## src/design/srt_pkg.sv

```systemverilog
// Shared types, constants and helpers of the sorted record table.
// No dependencies; used by the interfaces, the match unit and the core.
`timescale 1ns / 1ps
`default_nettype none

package srt_pkg;

  // Table geometry
  localparam int TABLE_DEPTH = 32;
  localparam int IDX_W       = $clog2(TABLE_DEPTH);
  localparam int CNT_W       = $clog2(TABLE_DEPTH + 1);

  // Field widths
  localparam int REQ_W    = 2;
  localparam int KEY_W    = 16;
  localparam int SCORE_W  = 16;
  localparam int START_W  = 5;
  localparam int STATUS_W = 3;
  localparam int POS_W    = 5;
  localparam int FILL_W   = 6;
  localparam int ENTRY_W  = KEY_W + SCORE_W;

  // Request codes
  localparam logic [REQ_W-1:0] REQ_INSERT = 2'd0;
  localparam logic [REQ_W-1:0] REQ_DELETE = 2'd1;
  localparam logic [REQ_W-1:0] REQ_SEARCH = 2'd2;

  // Status codes
  localparam logic [STATUS_W-1:0] STAT_OK        = 3'd0;
  localparam logic [STATUS_W-1:0] STAT_NOT_FOUND = 3'd1;
  localparam logic [STATUS_W-1:0] STAT_EMPTY     = 3'd2;
  localparam logic [STATUS_W-1:0] STAT_FULL      = 3'd3;
  localparam logic [STATUS_W-1:0] STAT_DUP       = 3'd4;
  localparam logic [STATUS_W-1:0] STAT_INVALID   = 3'd5;

  // Verdict of the compare unit on one entry
  typedef struct packed {
    logic stop;   // scan ends at this entry
    logic exact;  // entry id equals the request id
  } match_t;

  // Fit a table index or count into the result fields
  function automatic logic [POS_W-1:0] pos_field(input logic [CNT_W-1:0] v);
    logic [CNT_W+POS_W-1:0] t;
    t = {{POS_W{1'b0}}, v};
    return t[POS_W-1:0];
  endfunction

  function automatic logic [FILL_W-1:0] fill_field(input logic [CNT_W-1:0] v);
    logic [CNT_W+FILL_W-1:0] t;
    t = {{FILL_W{1'b0}}, v};
    return t[FILL_W-1:0];
  endfunction

endpackage

`default_nettype wire

```

## src/design/srt_req_if.sv

```systemverilog
// Request channel of the sorted record table: valid/ready plus request fields.
// Depends on srt_pkg for field widths.
`timescale 1ns / 1ps
`default_nettype none

interface srt_req_if;
  logic                         valid;
  logic                         ready;
  logic [srt_pkg::REQ_W-1:0]    req_type;
  logic [srt_pkg::KEY_W-1:0]    key_id;
  logic [srt_pkg::SCORE_W-1:0]  rec_score;
  logic [srt_pkg::START_W-1:0]  start_index;
  logic                         match_score;

  modport source (output valid, req_type, key_id, rec_score, start_index, match_score,
                  input ready);
  modport sink (input valid, req_type, key_id, rec_score, start_index, match_score,
                output ready);
endinterface

`default_nettype wire

```

## src/design/srt_rsp_if.sv

```systemverilog
// Result channel of the sorted record table: valid/ready plus result fields.
// Depends on srt_pkg for field widths.
`timescale 1ns / 1ps
`default_nettype none

interface srt_rsp_if;
  logic                          valid;
  logic                          ready;
  logic [srt_pkg::STATUS_W-1:0]  status;
  logic [srt_pkg::POS_W-1:0]     position;
  logic [srt_pkg::KEY_W-1:0]     found_id;
  logic [srt_pkg::SCORE_W-1:0]   found_score;
  logic [srt_pkg::FILL_W-1:0]    fill_count;

  modport source (output valid, status, position, found_id, found_score, fill_count,
                  input ready);
  modport sink (input valid, status, position, found_id, found_score, fill_count,
                output ready);
endinterface

`default_nettype wire

```

## src/design/sorted_record_table_core.sv

```systemverilog
// Sorted record table core: a table of (id, score) records kept in ascending
// id order in an internal RAM, with a fill count.
// Depends on srt_pkg, srt_req_if, srt_rsp_if, srt_ram and srt_match.
//
// Usage:
//   in_ch  : request transfer (insert sorted, delete by id, search by id or
//            score from a start index). Ready is high only while the core is
//            idle; one request is handled at a time.
//   out_ch : exactly one result transfer per request: status, position,
//            matched record and fill count after the request.
// Operation: the compare unit judges one entry per cycle from a pipelined
//   RAM read; the shift engine moves one entry per cycle. Rejects (zero id,
//   full, empty, unused type, start past fill count) skip the scan. Ready
//   returns as the result appears.
// Reset: synchronous, active low; clears the state, the fill count and the valid flags.
//   Table contents are not cleared; only occupied entries are ever judged or moved.
// Stall: a result waits in the output register while out_ch.ready is low; the
//   core takes one more request meanwhile and holds its result, with ready low,
//   until the output register frees.
`timescale 1ns / 1ps
`default_nettype none

module sorted_record_table_core (
  input  wire logic clk,
  input  wire logic rst_n,
  srt_req_if.sink   in_ch,
  srt_rsp_if.source out_ch
);
  import srt_pkg::*;

  typedef enum logic [5:0] {
    S_IDLE  = 6'b000001,
    S_START = 6'b000010,
    S_SCAN  = 6'b000100,
    S_SHIFT = 6'b001000,
    S_PLACE = 6'b010000,
    S_DONE  = 6'b100000
  } state_t;

  state_t state_r, state_nxt;

  // Latched request
  logic [REQ_W-1:0]   op_r, op_nxt;
  logic [KEY_W-1:0]   key_r, key_nxt;
  logic [SCORE_W-1:0] score_r, score_nxt;
  logic [START_W-1:0] start_r, start_nxt;
  logic               by_score_r, by_score_nxt;

  // Table control
  logic [CNT_W-1:0] occ_r, occ_nxt;
  logic [CNT_W-1:0] ptr_r, ptr_nxt;
  logic [CNT_W-1:0] cmp_idx_r, cmp_idx_nxt;
  logic             cmp_vld_r, cmp_vld_nxt;
  logic [CNT_W-1:0] sh_r, sh_nxt;
  logic             up_r, up_nxt;
  logic [CNT_W-1:0] wr_addr_r, wr_addr_nxt;
  logic             wr_vld_r, wr_vld_nxt;

  // Result being built
  logic [STATUS_W-1:0] res_status_r, res_status_nxt;
  logic [CNT_W-1:0]    res_pos_r, res_pos_nxt;
  logic [KEY_W-1:0]    res_id_r, res_id_nxt;
  logic [SCORE_W-1:0]  res_score_r, res_score_nxt;

  // Output register
  logic                out_valid_r, out_valid_nxt;
  logic [STATUS_W-1:0] out_status_r, out_status_nxt;
  logic [POS_W-1:0]    out_pos_r, out_pos_nxt;
  logic [KEY_W-1:0]    out_id_r, out_id_nxt;
  logic [SCORE_W-1:0]  out_score_r, out_score_nxt;
  logic [FILL_W-1:0]   out_fill_r, out_fill_nxt;

  // RAM and compare unit
  logic               ram_we;
  logic [IDX_W-1:0]   ram_waddr;
  logic [ENTRY_W-1:0] ram_wdata;
  logic [IDX_W-1:0]   ram_raddr;
  logic [ENTRY_W-1:0] ram_rdata;
  match_t             verdict;

  srt_ram #(
    .WIDTH (ENTRY_W),
    .DEPTH (TABLE_DEPTH)
  ) u_ram (
    .clk   (clk),
    .we    (ram_we),
    .waddr (ram_waddr),
    .wdata (ram_wdata),
    .raddr (ram_raddr),
    .rdata (ram_rdata)
  );

  srt_match u_match (
    .op       (op_r),
    .key      (key_r),
    .score    (score_r),
    .by_score (by_score_r),
    .entry    (ram_rdata),
    .verdict  (verdict)
  );

  assign in_ch.ready        = (state_r == S_IDLE);
  assign out_ch.valid       = out_valid_r;
  assign out_ch.status      = out_status_r;
  assign out_ch.position    = out_pos_r;
  assign out_ch.found_id    = out_id_r;
  assign out_ch.found_score = out_score_r;
  assign out_ch.fill_count  = out_fill_r;

  // Sequencer
  always_comb begin
    state_nxt      = state_r;
    op_nxt         = op_r;
    key_nxt        = key_r;
    score_nxt      = score_r;
    start_nxt      = start_r;
    by_score_nxt   = by_score_r;
    occ_nxt        = occ_r;
    ptr_nxt        = ptr_r;
    cmp_idx_nxt    = cmp_idx_r;
    cmp_vld_nxt    = 1'b0;
    sh_nxt         = sh_r;
    up_nxt         = up_r;
    wr_addr_nxt    = wr_addr_r;
    wr_vld_nxt     = 1'b0;
    res_status_nxt = res_status_r;
    res_pos_nxt    = res_pos_r;
    res_id_nxt     = res_id_r;
    res_score_nxt  = res_score_r;
    out_valid_nxt  = out_valid_r && !out_ch.ready;
    out_status_nxt = out_status_r;
    out_pos_nxt    = out_pos_r;
    out_id_nxt     = out_id_r;
    out_score_nxt  = out_score_r;
    out_fill_nxt   = out_fill_r;
    ram_we         = 1'b0;
    ram_waddr      = IDX_W'(wr_addr_r);
    ram_wdata      = ram_rdata;
    ram_raddr      = IDX_W'(ptr_r);

    case (state_r)
      // Latch a request on transfer
      S_IDLE: begin
        if (in_ch.valid) begin
          op_nxt       = in_ch.req_type;
          key_nxt      = in_ch.key_id;
          score_nxt    = in_ch.rec_score;
          start_nxt    = in_ch.start_index;
          by_score_nxt = in_ch.match_score;
          state_nxt    = S_START;
        end
      end

      // Reject early or set up the scan
      S_START: begin
        res_status_nxt = STAT_OK;
        res_pos_nxt    = '0;
        res_id_nxt     = '0;
        res_score_nxt  = '0;
        ptr_nxt        = '0;
        state_nxt      = S_SCAN;
        case (op_r)
          REQ_INSERT: begin
            if (key_r == '0) begin
              res_status_nxt = STAT_INVALID;
              state_nxt      = S_DONE;
            end else if (occ_r == CNT_W'(TABLE_DEPTH)) begin
              res_status_nxt = STAT_FULL;
              state_nxt      = S_DONE;
            end
          end
          REQ_DELETE: begin
            if (occ_r == '0) begin
              res_status_nxt = STAT_EMPTY;
              state_nxt      = S_DONE;
            end
          end
          REQ_SEARCH: begin
            if (occ_r == '0) begin
              res_status_nxt = STAT_EMPTY;
              state_nxt      = S_DONE;
            end else if ({{CNT_W{1'b0}}, start_r} >= {{START_W{1'b0}}, occ_r}) begin
              res_status_nxt = STAT_NOT_FOUND;
              state_nxt      = S_DONE;
            end else begin
              ptr_nxt = CNT_W'({{CNT_W{1'b0}}, start_r});
            end
          end
          default: begin
            res_status_nxt = STAT_INVALID;
            state_nxt      = S_DONE;
          end
        endcase
      end

      // Issue one read per cycle, judge the entry read the cycle before
      S_SCAN: begin
        if (cmp_vld_r && verdict.stop) begin
          res_pos_nxt = cmp_idx_r;
          case (op_r)
            REQ_INSERT: begin
              if (verdict.exact) begin
                res_status_nxt = STAT_DUP;
                state_nxt      = S_DONE;
              end else begin
                sh_nxt    = occ_r;
                up_nxt    = 1'b1;
                state_nxt = S_SHIFT;
              end
            end
            REQ_DELETE: begin
              sh_nxt    = cmp_idx_r + CNT_W'(1);
              up_nxt    = 1'b0;
              state_nxt = S_SHIFT;
            end
            default: begin
              res_id_nxt    = ram_rdata[ENTRY_W-1 -: KEY_W];
              res_score_nxt = ram_rdata[SCORE_W-1:0];
              state_nxt     = S_DONE;
            end
          endcase
        end else if (ptr_r < occ_r) begin
          ram_raddr   = IDX_W'(ptr_r);
          cmp_idx_nxt = ptr_r;
          cmp_vld_nxt = 1'b1;
          ptr_nxt     = ptr_r + CNT_W'(1);
        end else if (!cmp_vld_r) begin
          if (op_r == REQ_INSERT) begin
            res_pos_nxt = occ_r;
            sh_nxt      = occ_r;
            up_nxt      = 1'b1;
            state_nxt   = S_SHIFT;
          end else begin
            res_status_nxt = STAT_NOT_FOUND;
            state_nxt      = S_DONE;
          end
        end
      end

      // Move entries one slot: read one, write the one read before
      S_SHIFT: begin
        ram_we = wr_vld_r;
        if (up_r) begin
          if (sh_r > res_pos_r) begin
            ram_raddr   = IDX_W'(sh_r - CNT_W'(1));
            wr_addr_nxt = sh_r;
            wr_vld_nxt  = 1'b1;
            sh_nxt      = sh_r - CNT_W'(1);
          end else if (!wr_vld_r) begin
            state_nxt = S_PLACE;
          end
        end else begin
          if (sh_r < occ_r) begin
            ram_raddr   = IDX_W'(sh_r);
            wr_addr_nxt = sh_r - CNT_W'(1);
            wr_vld_nxt  = 1'b1;
            sh_nxt      = sh_r + CNT_W'(1);
          end else if (!wr_vld_r) begin
            occ_nxt   = occ_r - CNT_W'(1);
            state_nxt = S_DONE;
          end
        end
      end

      // Write the new record into the opened slot
      S_PLACE: begin
        ram_we    = 1'b1;
        ram_waddr = IDX_W'(res_pos_r);
        ram_wdata = {key_r, score_r};
        occ_nxt   = occ_r + CNT_W'(1);
        state_nxt = S_DONE;
      end

      // Hand the result to the output register once it is free
      S_DONE: begin
        if (!out_valid_r || out_ch.ready) begin
          out_valid_nxt  = 1'b1;
          out_status_nxt = res_status_r;
          out_pos_nxt    = pos_field(res_pos_r);
          out_id_nxt     = res_id_r;
          out_score_nxt  = res_score_r;
          out_fill_nxt   = fill_field(occ_r);
          state_nxt      = S_IDLE;
        end
      end

      default: begin
        state_nxt = S_IDLE;
      end
    endcase
  end

  // Control registers
  always_ff @(posedge clk) begin
    if (!rst_n) begin
      state_r     <= S_IDLE;
      occ_r       <= '0;
      cmp_vld_r   <= 1'b0;
      wr_vld_r    <= 1'b0;
      out_valid_r <= 1'b0;
    end else begin
      state_r     <= state_nxt;
      occ_r       <= occ_nxt;
      cmp_vld_r   <= cmp_vld_nxt;
      wr_vld_r    <= wr_vld_nxt;
      out_valid_r <= out_valid_nxt;
    end
  end

  // Payload and datapath registers
  always_ff @(posedge clk) begin
    op_r         <= op_nxt;
    key_r        <= key_nxt;
    score_r      <= score_nxt;
    start_r      <= start_nxt;
    by_score_r   <= by_score_nxt;
    ptr_r        <= ptr_nxt;
    cmp_idx_r    <= cmp_idx_nxt;
    sh_r         <= sh_nxt;
    up_r         <= up_nxt;
    wr_addr_r    <= wr_addr_nxt;
    res_status_r <= res_status_nxt;
    res_pos_r    <= res_pos_nxt;
    res_id_r     <= res_id_nxt;
    res_score_r  <= res_score_nxt;
    out_status_r <= out_status_nxt;
    out_pos_r    <= out_pos_nxt;
    out_id_r     <= out_id_nxt;
    out_score_r  <= out_score_nxt;
    out_fill_r   <= out_fill_nxt;
  end

  // Fill count never exceeds the table depth
  a_occ_bound: assert property (@(posedge clk) disable iff (!rst_n)
    occ_r <= CNT_W'(TABLE_DEPTH))
    else $error("fill count exceeds table depth");

  // The compare unit only judges occupied entries
  a_scan_bound: assert property (@(posedge clk) disable iff (!rst_n)
    (state_r == S_SCAN && cmp_vld_r) |-> (cmp_idx_r < occ_r))
    else $error("scan reached an unoccupied entry");

  // Shift writes stay inside the occupied range plus the slot being opened
  a_shift_bound: assert property (@(posedge clk) disable iff (!rst_n)
    (state_r == S_SHIFT && wr_vld_r) |-> (wr_addr_r <= occ_r))
    else $error("shift write beyond the fill count");

  // Placing a record grows the table by exactly one
  a_place_count: assert property (@(posedge clk) disable iff (!rst_n)
    (state_r == S_PLACE) |=> (occ_r == $past(occ_r) + CNT_W'(1)))
    else $error("insert did not advance the fill count");

endmodule

`default_nettype wire

```

## src/design/srt_ram.sv

```systemverilog
// Generic single-write, single-read RAM with registered read data.
// No dependencies.
`timescale 1ns / 1ps
`default_nettype none

module srt_ram #(
  parameter int WIDTH = 32,
  parameter int DEPTH = 32
) (
  input  wire logic                     clk,
  input  wire logic                     we,
  input  wire logic [$clog2(DEPTH)-1:0] waddr,
  input  wire logic [WIDTH-1:0]         wdata,
  input  wire logic [$clog2(DEPTH)-1:0] raddr,
  output logic      [WIDTH-1:0]         rdata
);

  logic [WIDTH-1:0] mem [DEPTH];

  // Write port
  always_ff @(posedge clk) begin
    if (we) begin
      mem[waddr] <= wdata;
    end
  end

  // Registered read port
  always_ff @(posedge clk) begin
    rdata <= mem[raddr];
  end

endmodule

`default_nettype wire

```

## src/design/srt_match.sv

```systemverilog
// Shared compare unit: judges one table entry against the current request.
// Depends on srt_pkg.
`timescale 1ns / 1ps
`default_nettype none

module srt_match (
  input  wire logic [srt_pkg::REQ_W-1:0]   op,
  input  wire logic [srt_pkg::KEY_W-1:0]   key,
  input  wire logic [srt_pkg::SCORE_W-1:0] score,
  input  wire logic                        by_score,
  input  wire logic [srt_pkg::ENTRY_W-1:0] entry,
  output srt_pkg::match_t                  verdict
);
  import srt_pkg::*;

  logic [KEY_W-1:0]   ent_id;
  logic [SCORE_W-1:0] ent_score;
  logic               id_eq;
  logic               id_gt;
  logic               score_eq;

  assign ent_id    = entry[ENTRY_W-1 -: KEY_W];
  assign ent_score = entry[SCORE_W-1:0];
  assign id_eq     = (ent_id == key);
  assign id_gt     = (ent_id > key);
  assign score_eq  = (ent_score == score);

  // Insert stops at the first id not below the key; delete and search on a hit
  always_comb begin
    verdict.exact = id_eq;
    case (op)
      REQ_INSERT: verdict.stop = id_eq | id_gt;
      REQ_DELETE: verdict.stop = id_eq;
      REQ_SEARCH: verdict.stop = by_score ? score_eq : id_eq;
      default:    verdict.stop = 1'b0;
    endcase
  end

endmodule

`default_nettype wire

```

## src/flat_wrapper.sv

```systemverilog
// flat-port wrapper written by rule: the top's interface ports become plain ports
module sorted_record_table_core_flat import srt_pkg::*;
  (clk, rst_n, in_ch_valid, in_ch_req_type, in_ch_key_id, in_ch_rec_score, in_ch_start_index, in_ch_match_score, in_ch_ready, out_ch_valid, out_ch_status, out_ch_position, out_ch_found_id, out_ch_found_score, out_ch_fill_count, out_ch_ready);
  srt_req_if in_ch_i ();
  srt_rsp_if out_ch_i ();
  input  wire logic clk;
  input  wire logic rst_n;
  input wire logic [$bits(in_ch_i.valid)-1:0] in_ch_valid;
  input wire logic [$bits(in_ch_i.req_type)-1:0] in_ch_req_type;
  input wire logic [$bits(in_ch_i.key_id)-1:0] in_ch_key_id;
  input wire logic [$bits(in_ch_i.rec_score)-1:0] in_ch_rec_score;
  input wire logic [$bits(in_ch_i.start_index)-1:0] in_ch_start_index;
  input wire logic [$bits(in_ch_i.match_score)-1:0] in_ch_match_score;
  output wire logic [$bits(in_ch_i.ready)-1:0] in_ch_ready;
  output wire logic [$bits(out_ch_i.valid)-1:0] out_ch_valid;
  output wire logic [$bits(out_ch_i.status)-1:0] out_ch_status;
  output wire logic [$bits(out_ch_i.position)-1:0] out_ch_position;
  output wire logic [$bits(out_ch_i.found_id)-1:0] out_ch_found_id;
  output wire logic [$bits(out_ch_i.found_score)-1:0] out_ch_found_score;
  output wire logic [$bits(out_ch_i.fill_count)-1:0] out_ch_fill_count;
  input wire logic [$bits(out_ch_i.ready)-1:0] out_ch_ready;
  assign in_ch_i.valid = in_ch_valid;
  assign in_ch_i.req_type = in_ch_req_type;
  assign in_ch_i.key_id = in_ch_key_id;
  assign in_ch_i.rec_score = in_ch_rec_score;
  assign in_ch_i.start_index = in_ch_start_index;
  assign in_ch_i.match_score = in_ch_match_score;
  assign in_ch_ready = in_ch_i.ready;
  assign out_ch_valid = out_ch_i.valid;
  assign out_ch_status = out_ch_i.status;
  assign out_ch_position = out_ch_i.position;
  assign out_ch_found_id = out_ch_i.found_id;
  assign out_ch_found_score = out_ch_i.found_score;
  assign out_ch_fill_count = out_ch_i.fill_count;
  assign out_ch_i.ready = out_ch_ready;
  sorted_record_table_core u_core (.clk(clk), .rst_n(rst_n), .in_ch(in_ch_i), .out_ch(out_ch_i));
endmodule
```

## config.mk

```make
export PLATFORM = sky130hd
export DESIGN_NAME = sorted_record_table_core_flat
export DESIGN_NICKNAME = d
export VERILOG_FILES = /design/src/design/srt_pkg.sv /design/src/design/srt_req_if.sv /design/src/design/srt_rsp_if.sv /design/src/design/sorted_record_table_core.sv /design/src/design/srt_ram.sv /design/src/design/srt_match.sv /design/src/flat_wrapper.sv
export SDC_FILE = /design/constraint.sdc
export NUM_CORES = 2
export LEC_CHECK = 0
export BUFFER_PORTS_ARGS = -buffer_cell sky130_fd_sc_hd__clkbuf_2
export CORE_AREA = 2 2 357 394
export CTS_BUF_LIST = sky130_fd_sc_hd__clkbuf_4 sky130_fd_sc_hd__clkbuf_8 sky130_fd_sc_hd__clkbuf_16
export DETAILED_ROUTE_END_ITERATION = 16
export DIE_AREA = 0 0 359 396
export HOLD_SLACK_MARGIN = 0.02
export PLACE_DENSITY = 0.47
export SKIP_LAST_GASP = 1
export SYNTH_ARGS = -nofsm -noshare
export SYNTH_HDL_FRONTEND = slang
export SYNTH_SLANG_ARGS = --single-unit
export TNS_END_PERCENT = 10
```

## constraint.sdc

```tcl
create_clock -name clk -period 14.1 [get_ports clk]
set_input_delay 2.82 -clock clk [delete_from_list [all_inputs] [get_ports clk]]
set_output_delay 2.82 -clock clk [all_outputs]
set_load 0.03 [all_outputs]
```

-- After elaboration in Yosys (flattened, before gate mapping)
Memories as Yosys holds them, arrays and structs flattened. A register that Yosys moved wholly into a read port is not among the register bits.
Index checks and enable logic that the tools add are counted.
- $add $sub $neg: 6
- magnitude comparators: 5
- equal/unequal tests: 36
- muxes and demuxes: 87
- bitwise gates (word level): 4
- reduce and logical (&&, ||, !) cells: 29
- operators by type and width (cell ; number):
    two-way mux 6 bit ; 33
    one-hot mux 6 bit (2 select lines) ; 6
    two-way mux 16 bit ; 4
    one-hot mux 16 bit (2 select lines) ; 2
    two-way mux 5 bit ; 9
    one-hot mux 6 bit (6 select lines) ; 1
    equality test 16 bit ; 2
    two-way mux 32 bit ; 1
    adder 6 x 1 -> 6 bit, second input constant ; 4
    two-way mux 3 bit ; 8
    != test 3 bit, second input constant ; 6
    one-hot mux 6 bit (3 select lines) ; 1
    greater-than comparator 16 bit ; 1
    logical NOT 16 bit ; 1
    != test 2 bit, second input constant ; 8
    two-way mux 1 bit ; 15
    equality test 6 bit, second input constant ; 2
    < comparator 6 bit ; 2
    != test 3 x 2 -> 1 bit, second input constant ; 4
    AND reduction 3 bit ; 4
    AND reduction 6 bit ; 2
    nonzero test 2 bit ; 6
    subtractor 6 x 1 -> 6 bit, second input constant ; 2
    one-hot mux 3 bit (3 select lines) ; 1
    29 further kinds ; 42
- register bits: 166
- RAM bits: 1024
- memories kept: 1
- memories (memory ; words ; width ; rd ports ; clocked after Yosys merged registers in ; write ports ; RTL line ; source):
    u_core.u_ram.mem ; 32 ; 32 ; 1 ; 1 ; 1 ; srt_ram.sv:18 ; logic [WIDTH-1:0] mem [DEPTH];

-- Logic depth before layout (Yosys ltp)
- depth after elaboration: 6
- gate-level depth with buffers: 15
- gate-level depth less buffers: 12

-- Modules after synthesis
Synthesis repeated with hierarchy kept, for this count alone.
- cells, all modules: 2918
- area, all modules: 48780.5 um^2
- modules (own cells, without submodules) (module ; times used ; cells an instance ; area each (um^2) ; sequential area each (um^2)):
    srt_ram ; 1 ; 2260 ; 40487.6 ; 31390.1
    sorted_record_table_core ; 1 ; 575 ; 7688.6 ; 4834.6
    srt_match ; 1 ; 83 ; 604.3 ; 0.0

-- Least setup slack after synthesis
Ideal clock, no wire load.
- path kind: input to register
- start point: input out_ch_ready
- end point: register u_core.out_fill_r[0] (netlist: u_core.out_ch.fill_count[0]) (enable)
- arrival time: 5.015 ns
- setup slack: 8.630 ns
- stages: 2
- buffers on the path: 0
- cells stage by stage: nand2b_1 > nor2b_1
- word-level cells in the longest chain between the ends: 2
- RTL lines (what ; RTL line ; source):
    from (decl) ; flat_wrapper.sv:21 ; input wire logic [$bits(out_ch_i.ready)-1:0] out_ch_ready;
    logical OR 1 bit ; sorted_record_table_core.sv:276 ; if (!out_valid_r || out_ch.ready) begin
    AND reduction 2 bit (no source line) ; - ;
    to (signal assigned) ; sorted_record_table_core.sv:330 ; out_fill_r <= out_fill_nxt;
    to (decl) ; sorted_record_table_core.sv:71 ; logic [FILL_W-1:0] out_fill_r, out_fill_nxt;
No other way between the ends.
A chain may end at the register's enable or synchronous reset.

-- Worst setup path after layout
- start point: register u_core.up_r
- end point: register u_core.u_ram.rdata[9] (read register of u_core.u_ram.mem)
- word-level cells in the longest chain between the ends: 2
- RTL lines (what ; RTL line ; source):
    from (decl) ; sorted_record_table_core.sv:55 ; logic up_r, up_nxt;
    from (signal assigned) ; sorted_record_table_core.sv:320 ; up_r <= up_nxt;
    two-way mux 5 bit ; sorted_record_table_core.sv:243 ; if (up_r) begin
    two-way mux 5 bit ; - ;
    to (decl) ; srt_ram.sv:15 ; output logic [WIDTH-1:0] rdata
No other way between the ends.

==> results.toml <==
[synthesis]
seq_area_frac_synth_pct = 73.35
synth_ff_type = "edfxtp_1"
synth-async-reset-ratio_pct = 0
netlist_instances = 2985
syn_area_mm2 = 0.04938
synthTopCellsByArea = "edfxtp_1, mux2i_1, dfxtp_1"
synth_top_area_share_pct = 71.45
synth_common_cells = "edfxtp_1, mux2i_1, nand2_1, o22ai_1, nor2_1"
synth_top_area_cell = "edfxtp_1"
ys_types = 74
avgSynthCellArea_um2 = 16.54
ys_ff_latch = 1222
syn-num-nets = 3081
yosys.cell_count.top_type = "edfxtp_1"
synth_edf_count = 1175
yosys_warnings = 0

[run]
maxCapViolations = 0

[worst_setup_path]
critPathRequiredTime_ns = 14.73
cp-end-kind = "register"
critPathKind = "reg -> reg"
crit_fanout = 131
arrival_ns = 6.53
rr_worst_depth = 10
critPathLaunchType = "register"

[power]
ir_worst_vdd_v = 0.0001008
p_clk_share_pct = 38.2
switchingPower_uw = 1911
seqPwrFrac_pct = 53.3
p_per_area_mw_per_mm2 = 143.8
p_int_uw = 6131
p_leak_uw = 0.01875
p_sw_share_pct = 23.76
pwr-share-comb_pct = 8.5

[status]
outcome = "complete, no violations"

[detailed_routing]
dr.pass1.iters = 5
wl_per_cell_um = 28.64
routed_wl_um = 143800
ant_nets = 0
drt_iter0_markers = 2124
drc = 0
vias = 27132
avgViaCountPerCell = 5.405

[sta]
max_freq_mhz = 169.3
tns_ns = 0
setup_viol = 0
period_share_pct = 41.88
rsz0062_at_grt = "no"
fin_ws_ns = 8.195
tightest_slew_ns = 1.339
slew_headroom_pct = 10.72
drv_slew = 0
hold_viol = 0
fin_worst_skew_ns = 0.04072
fin_crit_ns = 5.905

[layout]
nets = 3204
drive_above_1_share_pct = 13.84
fill_cells = 12436
areaGrowthSynthToFinish_pct = 13.23

[die]
row_count = 143
die_area_mm2 = 0.1422
ios = 92
die_w_um = 359
core_area_mm2 = 0.1379
start_util_pct = 35.80
die_h_um = 396

[place]
dp_slack_ns = 8.244
dpl.hpwl_um = 75170
port_buffers = 91
gp_congestion = 0.8320

[worst_hold_path]
holdPathStages = 0
hp-class = "reg -> reg"

[clock_tree]
clk_latency_ns = 0.75
htree_levels = 3
cts_made_buffers = 119
cts_tree = "built"
ctsResizeCount = 0
path_clk_slew_ns = 0.07
cts-root-buf = "clkbuf_16"
postCtsSetupBuffers = 0
cts.sinks = 1222
clk_path_buf_depth = 3
hold_buffers = 0

[grt]
grt_overflow_total = 0
grt_pass1_vias = 27236
grt_first_pass_wirelength_um = 202400
grt_usage_pct = 19.91
antenna_found_initial = 3
grt_max_degree = 139
-- cells in the final DEF, fill, tap and decap left out, types with 16 or more instances in the layout --
master     count
clkbuf_2      91
mux2i_1      623
xnor2_1       29
o221ai_1      34
clkbuf_16    120
dfxtp_1       47
clkinv_1      32
inv_1         56
nand2_1      175
nor4_1        41
nor2_4        33
mux2_2        17
ha_1          51
a31oi_1       39
buf_4         63
edfxtp_1    1175
nor3_1        16
and2_1        35
a21o_1        17
o22ai_1       94
clkinv_2      16
clkbuf_4      38
nand3_1       69
o21ai_0       19
nor2_1        40
a21oi_1       43
-- sequential cells by signal, indices dropped and copies added, names as in the netlist, 6 cells and up --
name,count
u_core.occ_r,6
u_core.sh_r,6
u_core.out_ch.fill_count,6
u_core.score_r,16
u_core.key_r,16
u_core.cmp_idx_r,6
u_core.res_pos_r,6
u_core.ptr_r,6
u_core.res_score_r,16
u_core.state_r,6
u_core.out_ch.found_score,16
u_core.res_id_r,16
u_core.u_ram.mem,1024
u_core.u_ram.rdata,32
u_core.out_ch.found_id,16
-- worst max-delay path, cell delays in order (launching register included) --
cell	delay [ns]
edfxtp_1	0.87
clkinv_1	0.60
a311oi_2	0.64
a211oi_1	0.30
nor3_4	0.26
buf_4	0.43
buf_12	0.71
buf_4	0.87
mux2i_1	0.30
o22ai_1	0.13
nor4_1	0.34
-- power groups by stage --
stage / clock network (µW) / logic, µW / registers [µW]
global placement: 0 / 667 / 4360
detailed placement: 0 / 689 / 4360
global route: 3270 / 748 / 4290
CTS: 3130 / 691 / 4280
floorplan: 0 / 448 / 4310
finish: 3070 / 687 / 4280
-- cell families after synthesis --
kind of cell | after synthesis | synth area share, %
AOI/OAI and AO/OA | 336 | 4.626
xor gates and xnor gates | 39 | 0.6917
adders and majority gates | 52 | 1.333
buffers and inverters | 211 | 2.100
DFF | 1222 | 73.35
muxes | 642 | 13.11
and+or+nand+nor | 483 | 4.781
-- layout make-up --
class                   count  area (µm²)  area share (%)
diodes                      1       2.502        0.004475
well taps                1812        2267           4.055
multi-input cells        1552       12490           22.34
clock buffers             164        3371           6.028
repair buffers            156       968.4           1.732
inverters                  57       214.0          0.3826
clock inverters            56       376.6          0.6735
flip-flops and latches   1222       36220           64.78
-- final timing paths --
| check | start | end | slack (ns) |
|---|---|---|---|
| setup reg to reg | u_core.up_r$_SDFFCE_PN1P_ | u_core.u_ram.rdata[9]$_DFF_P_ | 8.19 |
| hold reg to reg | u_core.res_id_r[9]$_SDFFCE_PN0P_ | u_core.out_ch.found_id[9]$_DFFE_PP_ | 0.42 |
| setup / recovery | u_core.up_r$_SDFFCE_PN1P_ | u_core.u_ram.rdata[9]$_DFF_P_ | 8.19 |
| hold / removal | u_core.res_id_r[9]$_SDFFCE_PN0P_ | u_core.out_ch.found_id[9]$_DFFE_PP_ | 0.42 |
-- per-stage QoR --
stage                     area (µm²)  total power [µW]  util (%)  hold slack [ns]  std cells
after global placement         52170              5025     37.82           0.4030       4799
after floorplan                49380              4755         -           0.4003       2985
after detailed placement       52170              5047     37.82           0.4045       4799
final                          55920              8042     40.53           0.4157       5020
after global routing           55910              8304     40.53           0.4272       5019
after CTS                      55910              8107     40.53           0.4191       5019
-- layer usage --
metal	vias to the layer above	track usage, %	wire length, µm
met2	831	34.44	71640
met4	2	6.623	4061
li1	11920	-	-
met3	208	2.745	7242
met1	14171	25.75	60820
met5	-	0	9
No activity file was read; power rests on OpenSTA's default activity.
